[config.mk]
export PLATFORM = sky130hd
export DESIGN_NAME = relay_fault_monitor_unit
export DESIGN_NICKNAME = d
export VERILOG_FILES = /design/src/rtl/core/rfm_pkg.sv /design/src/rtl/core/rfm_step.sv /design/src/rtl/core/relay_fault_monitor_unit.sv
export VERILOG_INCLUDE_DIRS = /design/src /design/src/rtl/core
export SDC_FILE = /design/constraint.sdc
export NUM_CORES = 1
export LEC_CHECK = 0
export ABC_AREA = 1
export BUFFER_PORTS_ARGS = -buffer_cell sky130_fd_sc_hd__buf_4
export CAP_MARGIN = 20
export CORE_MARGIN = 5
export CORE_UTILIZATION = 50
export DETAILED_ROUTE_END_ITERATION = 10
export PLACE_DENSITY_LB_ADDON = 0.08
export SLEW_MARGIN = 20
export SYNTH_ARGS = -nofsm -noshare
export SYNTH_HDL_FRONTEND = slang
export SYNTH_SLANG_ARGS = --single-unit
[constraint.sdc]
create_clock -name i_clk -period 2.59 [get_ports i_clk]
set_clock_uncertainty 0.2 [all_clocks]
set_input_delay 0.1295 -clock i_clk [delete_from_list [all_inputs] [get_ports i_clk]]
set_output_delay 0.1295 -clock i_clk [all_outputs]
set_load 0.005 [all_outputs]
[src/rtl/core/relay_fault_monitor_unit_defines.svh]
// Assertion macros shared by the relay fault monitor RTL.
// The checks are compiled in unless SYNTH is defined.
`ifndef RELAY_FAULT_MONITOR_UNIT_DEFINES_SVH
`define RELAY_FAULT_MONITOR_UNIT_DEFINES_SVH

`ifndef SYNTH

// Same-cycle implication, checked out of reset.
`define RFM_ASSERT_IMP(lbl, clk, rst_n, ante, cons) \
    lbl: assert property (@(posedge clk) disable iff (!(rst_n)) (ante) |-> (cons)) \
        else $error("relay fault monitor: same-cycle check failed");

// Next-cycle implication, checked out of reset.
`define RFM_ASSERT_NEXT(lbl, clk, rst_n, ante, cons) \
    lbl: assert property (@(posedge clk) disable iff (!(rst_n)) (ante) |=> (cons)) \
        else $error("relay fault monitor: next-cycle check failed");

`else

`define RFM_ASSERT_IMP(lbl, clk, rst_n, ante, cons)
`define RFM_ASSERT_NEXT(lbl, clk, rst_n, ante, cons)

`endif

`endif

[src/rtl/core/rfm_pkg.sv]
package rfm_pkg;

    // Field and register widths.
    localparam int ADC_BITS   = 10;
    localparam int TIME_W     = 8;
    localparam int TICK_W     = 9;
    localparam int ERR_W      = 4;
    localparam int CMD_W      = 3;
    localparam int CFG_DATA_W = (ADC_BITS > TIME_W) ? ADC_BITS : TIME_W;
    localparam int CFG_IDX_W  = 3;

    // Relay modes.
    typedef enum logic [2:0] {
        MODE_OPEN    = 3'd0,
        MODE_CLOSING = 3'd1,
        MODE_CLOSED  = 3'd2,
        MODE_OPENING = 3'd3,
        MODE_ERROR   = 3'd4
    } t_mode;

    // Command codes carried by an input transaction.
    localparam logic [CMD_W-1:0] CMD_TICK   = 3'd0;
    localparam logic [CMD_W-1:0] CMD_SAMPLE = 3'd1;
    localparam logic [CMD_W-1:0] CMD_SWITCH = 3'd2;
    localparam logic [CMD_W-1:0] CMD_CLEAR  = 3'd3;
    localparam logic [CMD_W-1:0] CMD_ACK    = 3'd4;

    // Configuration register indexes.
    localparam logic [CFG_IDX_W-1:0] CFG_THRESHOLD_HIGH = 3'd0;
    localparam logic [CFG_IDX_W-1:0] CFG_THRESHOLD_LOW  = 3'd1;
    localparam logic [CFG_IDX_W-1:0] CFG_CLOSE_TIME     = 3'd2;
    localparam logic [CFG_IDX_W-1:0] CFG_OPEN_TIME      = 3'd3;
    localparam logic [CFG_IDX_W-1:0] CFG_TIME_MARGIN    = 3'd4;

    // Configuration reset values.
    localparam logic [ADC_BITS-1:0] RST_THRESHOLD_HIGH = ADC_BITS'(768);
    localparam logic [ADC_BITS-1:0] RST_THRESHOLD_LOW  = ADC_BITS'(256);
    localparam logic [TIME_W-1:0]   RST_CLOSE_TIME     = TIME_W'(10);
    localparam logic [TIME_W-1:0]   RST_OPEN_TIME      = TIME_W'(10);
    localparam logic [TIME_W-1:0]   RST_TIME_MARGIN    = TIME_W'(5);

    // Error mask bits.
    localparam logic [ERR_W-1:0] ERR_STUCK    = 4'b0001;
    localparam logic [ERR_W-1:0] ERR_SHORT    = 4'b0010;
    localparam logic [ERR_W-1:0] ERR_ILLEGAL  = 4'b0100;
    localparam logic [ERR_W-1:0] ERR_BROWNOUT = 4'b1000;

    // Configuration register set.
    typedef struct packed {
        logic [ADC_BITS-1:0] threshold_high;
        logic [ADC_BITS-1:0] threshold_low;
        logic [TIME_W-1:0]   close_time;
        logic [TIME_W-1:0]   open_time;
        logic [TIME_W-1:0]   time_margin;
    } t_cfg;

    // Supervisor state, also the payload of one result.
    typedef struct packed {
        t_mode             mode;
        logic [ERR_W-1:0]  fault_mask;
        logic [TICK_W-1:0] tick_count;
        logic [TICK_W-1:0] tick_limit;
        logic              drive;
        logic              change;
    } t_state;

endpackage

[src/rtl/core/rfm_step.sv]
module rfm_step
    import rfm_pkg::*;
(
    input  t_state              i_state,
    input  t_cfg                i_cfg,
    input  logic [CMD_W-1:0]    i_command,
    input  logic [ADC_BITS-1:0] i_adc_sample,
    input  logic                i_drive_readback,
    output t_state              o_next,
    output logic                o_state_led,
    output logic                o_error_led
);

    // An error drops the drive and enters the error mode; the change flag
    // is set only when the mask gains a new bit.
    function automatic t_state f_raise(input t_state s, input logic [ERR_W-1:0] bits);
        t_state r;
        r            = s;
        r.drive      = 1'b0;
        r.fault_mask = s.fault_mask | bits;
        r.mode       = MODE_ERROR;
        if ((s.fault_mask | bits) != s.fault_mask) begin
            r.change = 1'b1;
        end
        return r;
    endfunction

    logic w_band_high;
    logic w_band_low;
    logic w_in_transit;
    logic w_close_done;
    logic w_open_done;

    // ADC bands; the high band is tested first where the thresholds overlap.
    assign w_band_high  = (i_adc_sample >= i_cfg.threshold_high);
    assign w_band_low   = (i_adc_sample <= i_cfg.threshold_low);
    assign w_in_transit = (i_state.mode == MODE_CLOSING) || (i_state.mode == MODE_OPENING);
    assign w_close_done = (i_state.tick_count >= {1'b0, i_cfg.close_time});
    assign w_open_done  = (i_state.tick_count >= {1'b0, i_cfg.open_time});

    // Next state for one transaction.
    always_comb begin
        o_next = i_state;
        case (i_command)
            CMD_TICK: begin
                if (i_drive_readback != i_state.drive) begin
                    o_next = f_raise(i_state, ERR_SHORT);
                end else if (w_in_transit) begin
                    if (i_state.tick_count >= i_state.tick_limit) begin
                        o_next = f_raise(i_state, ERR_STUCK);
                    end else begin
                        o_next.tick_count = i_state.tick_count + 1'b1;
                    end
                end
            end
            CMD_SAMPLE: begin
                if (i_state.mode > MODE_ERROR) begin
                    o_next = f_raise(i_state, ERR_ILLEGAL);
                end else if (w_band_high) begin
                    if (i_state.mode == MODE_OPEN) begin
                        o_next = f_raise(i_state, ERR_STUCK);
                    end else if (i_state.mode == MODE_CLOSING && w_close_done) begin
                        o_next.mode = MODE_CLOSED;
                    end
                end else if (w_band_low) begin
                    if (i_state.mode == MODE_CLOSED) begin
                        o_next = f_raise(i_state, ERR_STUCK);
                    end else if (i_state.mode == MODE_OPENING && w_open_done) begin
                        o_next.mode = MODE_OPEN;
                    end
                end else if (i_state.mode == MODE_OPEN || i_state.mode == MODE_CLOSED) begin
                    o_next = f_raise(i_state, ERR_BROWNOUT);
                end
            end
            CMD_SWITCH: begin
                if (i_state.mode == MODE_OPEN) begin
                    o_next.tick_count = '0;
                    o_next.tick_limit = {1'b0, i_cfg.close_time} + {1'b0, i_cfg.time_margin};
                    o_next.drive      = 1'b1;
                    o_next.mode       = MODE_CLOSING;
                end else if (i_state.mode == MODE_CLOSED) begin
                    o_next.tick_count = '0;
                    o_next.tick_limit = {1'b0, i_cfg.open_time} + {1'b0, i_cfg.time_margin};
                    o_next.drive      = 1'b0;
                    o_next.mode       = MODE_OPENING;
                end
            end
            CMD_CLEAR: begin
                if (i_state.fault_mask != '0) begin
                    o_next.change = 1'b1;
                end
                o_next.fault_mask = '0;
                o_next.mode       = MODE_OPEN;
            end
            CMD_ACK: begin
                o_next.change = 1'b0;
            end
            default: begin
                o_next = i_state;
            end
        endcase
    end

    // Indicator outputs follow the state after the transaction.
    always_comb begin
        o_state_led = (o_next.mode inside {MODE_CLOSING, MODE_CLOSED});
        o_error_led = (o_next.fault_mask != '0);
    end

endmodule

[src/rtl/core/relay_fault_monitor_unit.sv]
// Relay fault monitor: supervises a relay coil through tick, ADC sample,
// switch, clear and acknowledge commands and returns one result per input
// transaction, showing the relay mode, sticky error flags, change flag, coil
// drive and the two indicator levels as they stand after that command. A
// transaction is taken into an input register, its effect on the supervisor
// state is worked out combinationally and written together with the result
// register once that register is free or drains, and one transaction is
// accepted every cycle while the output side keeps up. Configuration writes
// take effect at once and are meant to be made while no transaction is in
// flight. No clearing pass follows reset.
`include "relay_fault_monitor_unit_defines.svh"

module relay_fault_monitor_unit
    import rfm_pkg::*;
(
    input  logic                  i_clk,
    input  logic                  i_rst_n,
    // Configuration write port
    input  logic                  i_cfg_we,
    input  logic [CFG_IDX_W-1:0]  i_cfg_index,
    input  logic [CFG_DATA_W-1:0] i_cfg_data,
    // Input channel
    input  logic                  i_in_valid,
    output logic                  o_in_ready,
    input  logic [CMD_W-1:0]      i_command,
    input  logic [ADC_BITS-1:0]   i_adc_sample,
    input  logic                  i_drive_readback,
    // Output channel
    output logic                  o_out_valid,
    input  logic                  i_out_ready,
    output logic [2:0]            o_relay_state,
    output logic [ERR_W-1:0]      o_error_flags,
    output logic                  o_error_changed,
    output logic                  o_drive_level,
    output logic                  o_state_led,
    output logic                  o_error_led
);

    t_cfg                r_cfg;
    t_state              r_state;
    t_state              n_state;
    logic                r_in_valid;
    logic [CMD_W-1:0]    r_in_command;
    logic [ADC_BITS-1:0] r_in_sample;
    logic                r_in_readback;
    logic                r_out_valid;
    t_state              r_out_state;
    logic                r_out_state_led;
    logic                r_out_error_led;
    logic                n_state_led;
    logic                n_error_led;
    logic                w_advance;
    logic                w_in_take;

    // A held transaction moves on when the result register is free or drains.
    assign w_advance  = r_in_valid && (!r_out_valid || i_out_ready);
    assign o_in_ready = i_rst_n && (!r_in_valid || w_advance);
    assign w_in_take  = i_in_valid && o_in_ready;

    // Configuration registers.
    always_ff @(posedge i_clk) begin
        if (!i_rst_n) begin
            r_cfg.threshold_high <= RST_THRESHOLD_HIGH;
            r_cfg.threshold_low  <= RST_THRESHOLD_LOW;
            r_cfg.close_time     <= RST_CLOSE_TIME;
            r_cfg.open_time      <= RST_OPEN_TIME;
            r_cfg.time_margin    <= RST_TIME_MARGIN;
        end else if (i_cfg_we) begin
            case (i_cfg_index)
                CFG_THRESHOLD_HIGH: r_cfg.threshold_high <= i_cfg_data[ADC_BITS-1:0];
                CFG_THRESHOLD_LOW:  r_cfg.threshold_low  <= i_cfg_data[ADC_BITS-1:0];
                CFG_CLOSE_TIME:     r_cfg.close_time     <= i_cfg_data[TIME_W-1:0];
                CFG_OPEN_TIME:      r_cfg.open_time      <= i_cfg_data[TIME_W-1:0];
                CFG_TIME_MARGIN:    r_cfg.time_margin    <= i_cfg_data[TIME_W-1:0];
                default: begin
                end
            endcase
        end
    end

    // Input register.
    always_ff @(posedge i_clk) begin
        if (!i_rst_n) begin
            r_in_valid <= 1'b0;
        end else if (w_in_take) begin
            r_in_valid <= 1'b1;
        end else if (w_advance) begin
            r_in_valid <= 1'b0;
        end
    end

    always_ff @(posedge i_clk) begin
        if (w_in_take) begin
            r_in_command  <= i_command;
            r_in_sample   <= i_adc_sample;
            r_in_readback <= i_drive_readback;
        end
    end

    // State update for the held transaction.
    rfm_step u_step (
        .i_state          (r_state),
        .i_cfg            (r_cfg),
        .i_command        (r_in_command),
        .i_adc_sample     (r_in_sample),
        .i_drive_readback (r_in_readback),
        .o_next           (n_state),
        .o_state_led      (n_state_led),
        .o_error_led      (n_error_led)
    );

    // Supervisor state.
    always_ff @(posedge i_clk) begin
        if (!i_rst_n) begin
            r_state.mode       <= MODE_OPEN;
            r_state.fault_mask <= '0;
            r_state.tick_count <= '0;
            r_state.tick_limit <= '0;
            r_state.drive      <= 1'b0;
            r_state.change     <= 1'b0;
        end else if (w_advance) begin
            r_state <= n_state;
        end
    end

    // Result register.
    always_ff @(posedge i_clk) begin
        if (!i_rst_n) begin
            r_out_valid <= 1'b0;
        end else if (w_advance) begin
            r_out_valid <= 1'b1;
        end else if (i_out_ready) begin
            r_out_valid <= 1'b0;
        end
    end

    always_ff @(posedge i_clk) begin
        if (w_advance) begin
            r_out_state     <= n_state;
            r_out_state_led <= n_state_led;
            r_out_error_led <= n_error_led;
        end
    end

    assign o_out_valid     = r_out_valid;
    assign o_relay_state   = r_out_state.mode;
    assign o_error_flags   = r_out_state.fault_mask;
    assign o_error_changed = r_out_state.change;
    assign o_drive_level   = r_out_state.drive;
    assign o_state_led     = r_out_state_led;
    assign o_error_led     = r_out_error_led;

    // The error mode always carries a flag and a released coil.
    `RFM_ASSERT_IMP(a_error_mode_safe, i_clk, i_rst_n, r_state.mode == MODE_ERROR, (r_state.fault_mask != '0) && !r_state.drive)

    // A transition never counts past its limit.
    `RFM_ASSERT_IMP(a_tick_within_limit, i_clk, i_rst_n, (r_state.mode == MODE_CLOSING) || (r_state.mode == MODE_OPENING), r_state.tick_count <= r_state.tick_limit)

    // The supervisor state moves only when a transaction is processed.
    `RFM_ASSERT_NEXT(a_state_held, i_clk, i_rst_n, !w_advance, $stable(r_state))

    // A processed transaction always leaves a result behind.
    `RFM_ASSERT_NEXT(a_result_follows, i_clk, i_rst_n, w_advance, r_out_valid)

endmodule

# Yosys cells after proc, flatten, opt, wreduce, memory -nomap -nowiden
# Cells that the tools add are included.
# op_classes
bitwise_logic,2
magnitude_cmp,6
muxes,32
reduce_logical,28
n_eq_ne,18
n_addsub,3
# ops
operator,count
$mux 27,6
$pmux 19 s3,1
$mux 21,2
$mux 19,2
$eq 3x2->1 const B,7
$add 8x8->9,2
$ge 9x8->1,2
$mux 3,6
$eq 3x1->1 const B,4
$pmux 3 s4,1
$pmux 4 s3,1
$ge 10x10->1,1
$le 10x10->1,1
$reduce_and 2->1,5
$reduce_bool 2->1,5
$add 9x1->9 const B,1
$ge 9x9->1,1
$logic_not 3->1,3
$mux 1,9
$mux 9,1
$reduce_bool 4->1,2
$mux 7,1
$reduce_and 7->1,1
$eq 3x3->1 const B,2
other kinds (12),22
# word_totals
elab_cells,111
input_bits,32
output_inout_bits,13
register_bits,98

# Logic depth before layout (Yosys ltp)
# Gate-level depths: netlist of the first run.
# depth
depth_word,10
mapped_depth,18
ltp_nobuf,18

# Cells and area by module
# A second synthesis of the first run with hierarchy kept.
# hier_totals
hier_cells,905
area_unflattened_um2,6442.4
# by_module_without_submodules
mod,instances,cells_each,area_per_inst_um2,seq_area_each_um2
relay_fault_monitor_unit,1,396,3487.1,2212.1
rfm_step,1,509,2955.3,0.0

# Worst setup path after synthesis of the first run
# OpenSTA, ideal clock, no wires.
# synth_path
path_kind,register to register
start,register r_in_sample[9]
end,register r_out_state_led (netlist: o_state_led) (data pin)
stages_incl_launch_ff,15
setup_ns,0.254
synth_period_minus_slack_ns,2.178
arrival_ns,1.724
t_required_ns,2.136
path_buffers,0
setup_slack_ns,0.412
path_cell_list,edfxtp_1 -> ha_1 -> a21o_1 -> nor2_1 -> nand3_1 -> inv_1 -> nand2_1 -> nand2_1 -> nand2_1 -> nand2_1 -> nand2_1 -> nand2_2 -> nand2_2 -> nand3_1 -> nand2_1
# synth_lines
item,line,text
start: declaration,relay_fault_monitor_unit.sv:44,logic [ADC_BITS-1:0] r_in_sample;
start signal: assignment,relay_fault_monitor_unit.sv:95,r_in_sample <= i_adc_sample;
end signal: assignment,relay_fault_monitor_unit.sv:140,r_out_state_led <= n_state_led;
end: declaration,relay_fault_monitor_unit.sv:48,logic r_out_state_led;

==> results of run 1 <==
==> cell families after synthesis <==
group	after synthesis	synth area share [%]
AND/OR/NAND/NOR	311	22.5
AO/OA/AOI/OAI	187	17.1
buffers and inverters	150	9.69
flip-flops	98	36.5
adder cells (fa/ha/maj)	64	13.5
XOR/XNOR	5	0.724
==> power groups by stage <==
stage / clock, mW / combinational (mW) / sequential, mW
final: 1.44 / 0.598 / 1.68
after global routing: 1.52 / 0.673 / 1.68
after CTS: 1.47 / 0.584 / 1.68
after detailed placement: 0 / 0.544 / 1.71
after global placement: 0 / 0.533 / 1.71
after floorplan: 0 / 0.363 / 1.70
==> final timing paths <==
path	depth (start not counted)	startpoint	end	slack, ps
worst max-delay path	14	r_in_sample[9]$_DFFE_PP_	o_state_led$_DFFE_PP_	130
worst max register to register	14	r_in_sample[9]$_DFFE_PP_	o_state_led$_DFFE_PP_	130
worst min register to register	2	r_cfg[39]$_SDFFE_PN0P_	r_cfg[39]$_SDFFE_PN0P_	260
worst min-delay path	5	i_cfg_index[0]	r_cfg[19]$_SDFFE_PN1P_	30
==> sequential cells by signal, indices dropped and copies added (netlist names), 3 cells and up <==
name,count
o_relay_state,3
o_error_flags,4
r_in_sample,10
r_cfg,44
r_in_command,3
r_state,27
==> metal layers <==
metal / GRT usage (%) / wire [um] / up-vias
li1: - / - / 2895
met1: 28.7 / 7080 / 2581
met2: 38.7 / 7560 / 186
met3: 4.05 / 887 / 44
met4: 11.5 / 594 / 0
met5: 0 / 0 / -
==> metrics by stage <==
step	hold slack, ps	setup slack (ps)	utilization, %	power, mW
detailed placement	109	59.5	55.4	2.25
floorplan	28.4	412	-	2.06
finish	26.7	134	60.9	3.72
global placement	108	174	55.4	2.24
global route	58.5	-21.7	60.9	3.87
CTS	21.4	43.6	60.5	3.73
==> critical path, delay by kind of cell (launching register included) <==
kind / cells / cell delay, ps
AO/OA/AOI/OAI: 1 / 180
adder cells (fa/ha/maj): 1 / 320
buffers and inverters: 1 / 150
flip-flops: 1 / 410
AND/OR/NAND/NOR: 11 / 960
==> synth_stat cells (3+ instances only) <==
master and count:
nand2_1 158, inv_1 123, a21oi_1 86, nor2_1 75, dfxtp_1 73, ha_1 62, o21ai_0 60, nand3_1 37
edfxtp_1 25, o211ai_1 12, clkbuf_1 10, nor3_1 10, inv_2 8, o21ai_1 6, nand4_1 5, a31oi_1 4
nand2_2 4, nor2_4 4, nand3b_1 3, nor4_1 3, xor2_1 3
==> repair_timing <==
action | CTS | global route
endpoints found under the hold margin | 68 | 0
setup endpoints to repair | 0 | 11
resized for setup | 0 | 5
setup buffers | 0 | 4
hold buffers | 29 | 0
==> cell type report <==
cell class                 instances  area, sq um  share of cell area, %
clock buffer                       9          225                   3.09
clock inverter                     7         92.6                   1.27
inverter                         135          512                   7.03
multi-input combinational        567         3270                   44.9
sequential                        98         2210                   30.4
tap                              147          184                   2.53
timing repair buffer              95          786                   10.8
==> flow_metrics.env, run 1 <==
export IMPL_p_switching_uw=999
export IMPL_vdd_drop_max_mv=0.369
export IMPL_synthArstFlopShare_pct=0
export IMPL_synthCells=815
export IMPL_drt_iter0_drc=303
export IMPL_synth_seq_cells=98
export IMPL_drive_gt1_share_pct=12.8
export IMPL_swShare_pct=26.9
export IMPL_setup_violations=0
export IMPL_path_clk_slew_ps=70
export IMPL_grt_max_degree=47
export IMPL_syn_nets=911
export IMPL_fin_area_sq_um=7280
export IMPL_synth_area_leader_cell="dfxtp_1"
export IMPL_drt_total_wl_um=16100
export IMPL_initial_utilization_pct=50.6
export IMPL_port_buffers=44
export IMPL_fin_cells=1058
export IMPL_hold_viol=0
export IMPL_tightest_slew_ps=611
export IMPL_htreeDepth=3
export IMPL_post_drt_wl_per_cell_um=15.2
export IMPL_clock_power_share_pct=38.8
export IMPL_clk_latency_ps=360
export IMPL_internal_power_mw=2.72
export IMPL_cts_buffers=9
export IMPL_rows=40
export IMPL_grt_pass1_wl_um=26600
export IMPL_critPathMaxStageDelay_ps=410
export IMPL_drt_pass1_iter_count=5
export IMPL_drc=0
export IMPL_rsz0062_at_grt="true"
export IMPL_clock_sinks=98
export IMPL_cts_tree="yes"
export IMPL_clockBufferDepth=2
export IMPL_final_cell_mix="nand2_1 (157), inv_1 (122), a21oi_1 (86), nor2_1 (74), dfxtp_1 (73)"
export IMPL_critPathKind="reg2reg"
export IMPL_fin_setup_tns_ps=0
export IMPL_die_area_sq_um=14400
export IMPL_via_count=5706
export IMPL_power_density_nw_per_um2=510
export IMPL_critical_path_slowest_cell="edfxtp_1"
export IMPL_layout_commonest_cell="nand2_1"
export IMPL_dpl_cell_count=1009
export IMPL_synthTopCellsByArea="dfxtp_1 (24%), ha_1 (13%), edfxtp_1 (12%)"
export IMPL_io_pins=45
export IMPL_synth_area_sq_um=6050
export IMPL_synth_cell_type_count=48
export IMPL_leakagePower_nw=3.40
export IMPL_status="finished, final reports clean"
export IMPL_required_ps=2500
export IMPL_yosysSeqAreaShare_pct=36.5
export IMPL_syn_mean_instance_area_sq_um=7.43
export IMPL_fin_nets=1002
export IMPL_hp_class="in2reg"
export IMPL_core_sq_um=12000
export IMPL_hpwl_um=12300
export IMPL_power_frac_seq_pct=45.1
export IMPL_crit_arrival_ps=2370
export IMPL_place_gp_congestion=0.969
export IMPL_relSlewSlack_pct=58.7
export IMPL_gr_total_overflow=0
export IMPL_drv_slew=0
export IMPL_grtUsageTotal_pct=23.1
export IMPL_cts_root_buf="clkbuf_16"
export IMPL_num_fill_cells=1055
export IMPL_place_area_sq_um=6630
export IMPL_path_cells="ha_1, a21o_1, nor2_1, nand3_2, inv_2, nand2_1, nand2_1, nand2_1, nand2_1, nand2_1, nand2_2, nand2_2, nand3_1, nand2_1"
export IMPL_crit_top_cell="nand2_1"
export IMPL_yosys_area_top_type_share_pct=24.1
export IMPL_period_share_pct=94.8
export IMPL_min_period_ps=2460
export IMPL_die_y_um=120
export IMPL_die_x_um=120
export IMPL_synth_edf_count=25
export IMPL_grt_antenna_before_repair=0
export IMPL_endpoint_kind="register"
export IMPL_synth_flop_cell="dfxtp_1"
export IMPL_ant_nets=0
export IMPL_routed_via_density=5.39
export IMPL_grt_pass1_vias=5534
export IMPL_n_antenna_cell=0
export IMPL_yosysWarnings=0
export IMPL_p_comb_share_pct=16.1
export IMPL_cp_max_fo=6
export IMPL_drv_cap=0
export IMPL_area_delta_synth_final_pct=20.3
export IMPL_critPathLaunchType="register"
export IMPL_fmax_mhz=407
(Power assumes the default switching activity.)
==> inputs of run 2 (changes only) <==
Settings changed: CELL_PAD_IN_SITES_DETAIL_PLACEMENT from default to 0, CELL_PAD_IN_SITES_GLOBAL_PLACEMENT from default to 1, CORE_UTILIZATION 50 to 45.
==> flow_metrics.env, run 2 (synthesized netlist as in run 1, its figures left out) <==
export IMPL_status="finished, final reports clean"
export IMPL_relSlewSlack_pct=65.3
export IMPL_path_clk_slew_ps=70
export IMPL_largest_reg_flops=44
export IMPL_endpoint_kind="register"
export IMPL_via_count=5591
export IMPL_power_density_nw_per_um2=512
export IMPL_drv_slew=0
export IMPL_drt_total_wl_um=16200
export IMPL_cp_max_fo=3
export IMPL_grtUsageTotal_pct=21.2
export IMPL_regMostFlops="r_cfg"
export IMPL_critPathMaxStageDelay_ps=420
export IMPL_grt_pass1_vias=5405
export IMPL_area_delta_synth_final_pct=20.2
export IMPL_hpwl_um=12400
export IMPL_worst_r2r_cell_count=13
export IMPL_drt_pass1_iter_count=5
export IMPL_crit_arrival_ps=2320
export IMPL_initial_utilization_pct=45.7
export IMPL_min_period_ps=2420
export IMPL_grt_antenna_before_repair=0
export IMPL_place_area_sq_um=6650
export IMPL_drc=0
export IMPL_vdd_drop_max_mv=0.517
export IMPL_path_cells="ha_1, nand2_1, nor2_1, nand4_1, buf_4, a21oi_1, nand2_1, nand2_1, nand2_1, nand2_1, nand2_2, nand4_1, nand2_1"
export IMPL_clock_sinks=98
export IMPL_critPathKind="reg2reg"
export IMPL_die_y_um=126
export IMPL_drive_gt1_share_pct=12.0
export IMPL_post_drt_wl_per_cell_um=15.0
export IMPL_grt_pass1_wl_um=26900
export IMPL_die_area_sq_um=15900
export IMPL_cts_tree="yes"
export IMPL_hp_class="in2reg"
export IMPL_rsz0062_at_grt="true"
export IMPL_n_antenna_cell=0
export IMPL_gr_total_overflow=0
export IMPL_ant_nets=0
export IMPL_port_buffers=44
export IMPL_die_x_um=126
export IMPL_crit_top_cell="nand2_1"
export IMPL_setup_violations=0
export IMPL_required_ps=2500
export IMPL_fmax_mhz=414
export IMPL_post_route_util_pct=55.0
export IMPL_crit_start="r_in_sample[9]$_DFFE_PP_"
export IMPL_htreeDepth=3
export IMPL_crit_end="o_state_led$_DFFE_PP_"
export IMPL_drt_iter0_drc=362
export IMPL_layout_commonest_cell="nand2_1"
export IMPL_timing_rr_end="o_state_led$_DFFE_PP_"
export IMPL_num_fill_cells=1285
export IMPL_grt_max_degree=43
export IMPL_cts_root_buf="clkbuf_16"
export IMPL_leakagePower_nw=3.37
export IMPL_r2r_setup_slack_ps=170
export IMPL_routed_via_density=5.17
export IMPL_clk_latency_ps=360
export IMPL_hold_viol=0
export IMPL_fin_area_sq_um=7280
export IMPL_io_pins=45
export IMPL_critical_path_slowest_cell="edfxtp_1"
export IMPL_r2r_start="r_in_sample[9]$_DFFE_PP_"
export IMPL_critPathLaunchType="register"
export IMPL_fin_nets=997
export IMPL_cts_buffers=9
export IMPL_largestRegisters="r_cfg (44), r_state (27), r_in_sample (10)"
export IMPL_whs_ps=28.6
export IMPL_drv_cap=0
export IMPL_period_share_pct=93.3
export IMPL_rows=42
export IMPL_final_cell_mix="nand2_1 (157), inv_1 (122), a21oi_1 (86), nor2_1 (75), dfxtp_1 (73)"
export IMPL_clockBufferDepth=2
export IMPL_place_gp_congestion=0.922
export IMPL_core_sq_um=13200
export IMPL_tightest_slew_ps=519
## run 2: cell count changes in the layout (fill, tap and decap cells not counted), sizes merged
| cell | before | now |
|---|---|---|
| inv | 134 | 135 |
| clkbuf | 9 | 10 |
| clkinvlp | 0 | 1 |
| clkinv | 6 | 3 |
| buf | 66 | 61 |
## run 2: routing by layer
layer  GRT usage (%)  part of all wire [%]  vias to the layer above
li1                -                     -                     2883
met1            26.8                    45                     2526
met2            35.4                    47                      146
met3            3.39                   4.6                       36
met4            9.78                   3.7                        0
met5               0                     0                        -
## run 2: timing repair
action,4_1_cts,5_1_grt
setup endpoints to repair,0,9
hold endpoints to repair,63,0
buffers inserted,0,1
resized for setup,0,5
hold buffers,29,0
## run 2: report_power, final
part | total, mW | switching (mW) | internal, mW
clock network | 1.45 | 0.604 | 0.851
registers | 1.68 | 0.0444 | 1.63
logic | 0.590 | 0.355 | 0.235
total | 3.72 | 1.00 | 2.72
## run 2: worst min path at each step
stage | startpoint | to | slack, ps | depth (start not counted)
6_report | i_cfg_index[0] | r_cfg[11]$_SDFFE_PN1P_ | 30 | 4
5_1_grt | i_cfg_index[0] | r_cfg[17]$_SDFFE_PN1P_ | 60 | 5
3_5_place_dp | i_adc_sample[7] | r_in_sample[7]$_DFFE_PP_ | 110 | 1
3_3_place_gp | i_adc_sample[2] | r_in_sample[2]$_DFFE_PP_ | 110 | 1
4_1_cts | i_cfg_index[0] | r_cfg[11]$_SDFFE_PN1P_ | 20 | 4
2_1_floorplan | i_command[0] | r_in_command[0]$_DFFE_PP_ | 30 | 0
## run 2: critical path: cells and delay by family (launching register included)
family,cells,cell delay [ps]
buffers and inverters,1,190
DFF,1,420
AOI/OAI and AO/OA,1,130
and+or+nand+nor,10,910
adders and majority gates,1,320
## run 2: cell type report
cell class | count | area, sq um | area share, %
multi-input cells | 567 | 3270 | 44.9
flip-flops and latches | 98 | 2210 | 30.4
repair buffers | 90 | 748 | 10.3
inverters | 135 | 512 | 7.03
clock buffers | 10 | 229 | 3.15
well taps | 176 | 220 | 3.03
clock inverters | 6 | 88.8 | 1.22
## run 2: metrics by stage
step | setup slack, ps | total power, mW | cells | setup TNS (ps)
after global routing | -38.1 | 3.91 | 1082 | -38.1
after CTS | 68.7 | 3.75 | 1081 | 0
after floorplan | 412 | 2.06 | 815 | 0
after detailed placement | 73.3 | 2.26 | 1036 | 0
final | 175 | 3.72 | 1082 | 0
after global placement | 182 | 2.25 | 1036 | 0
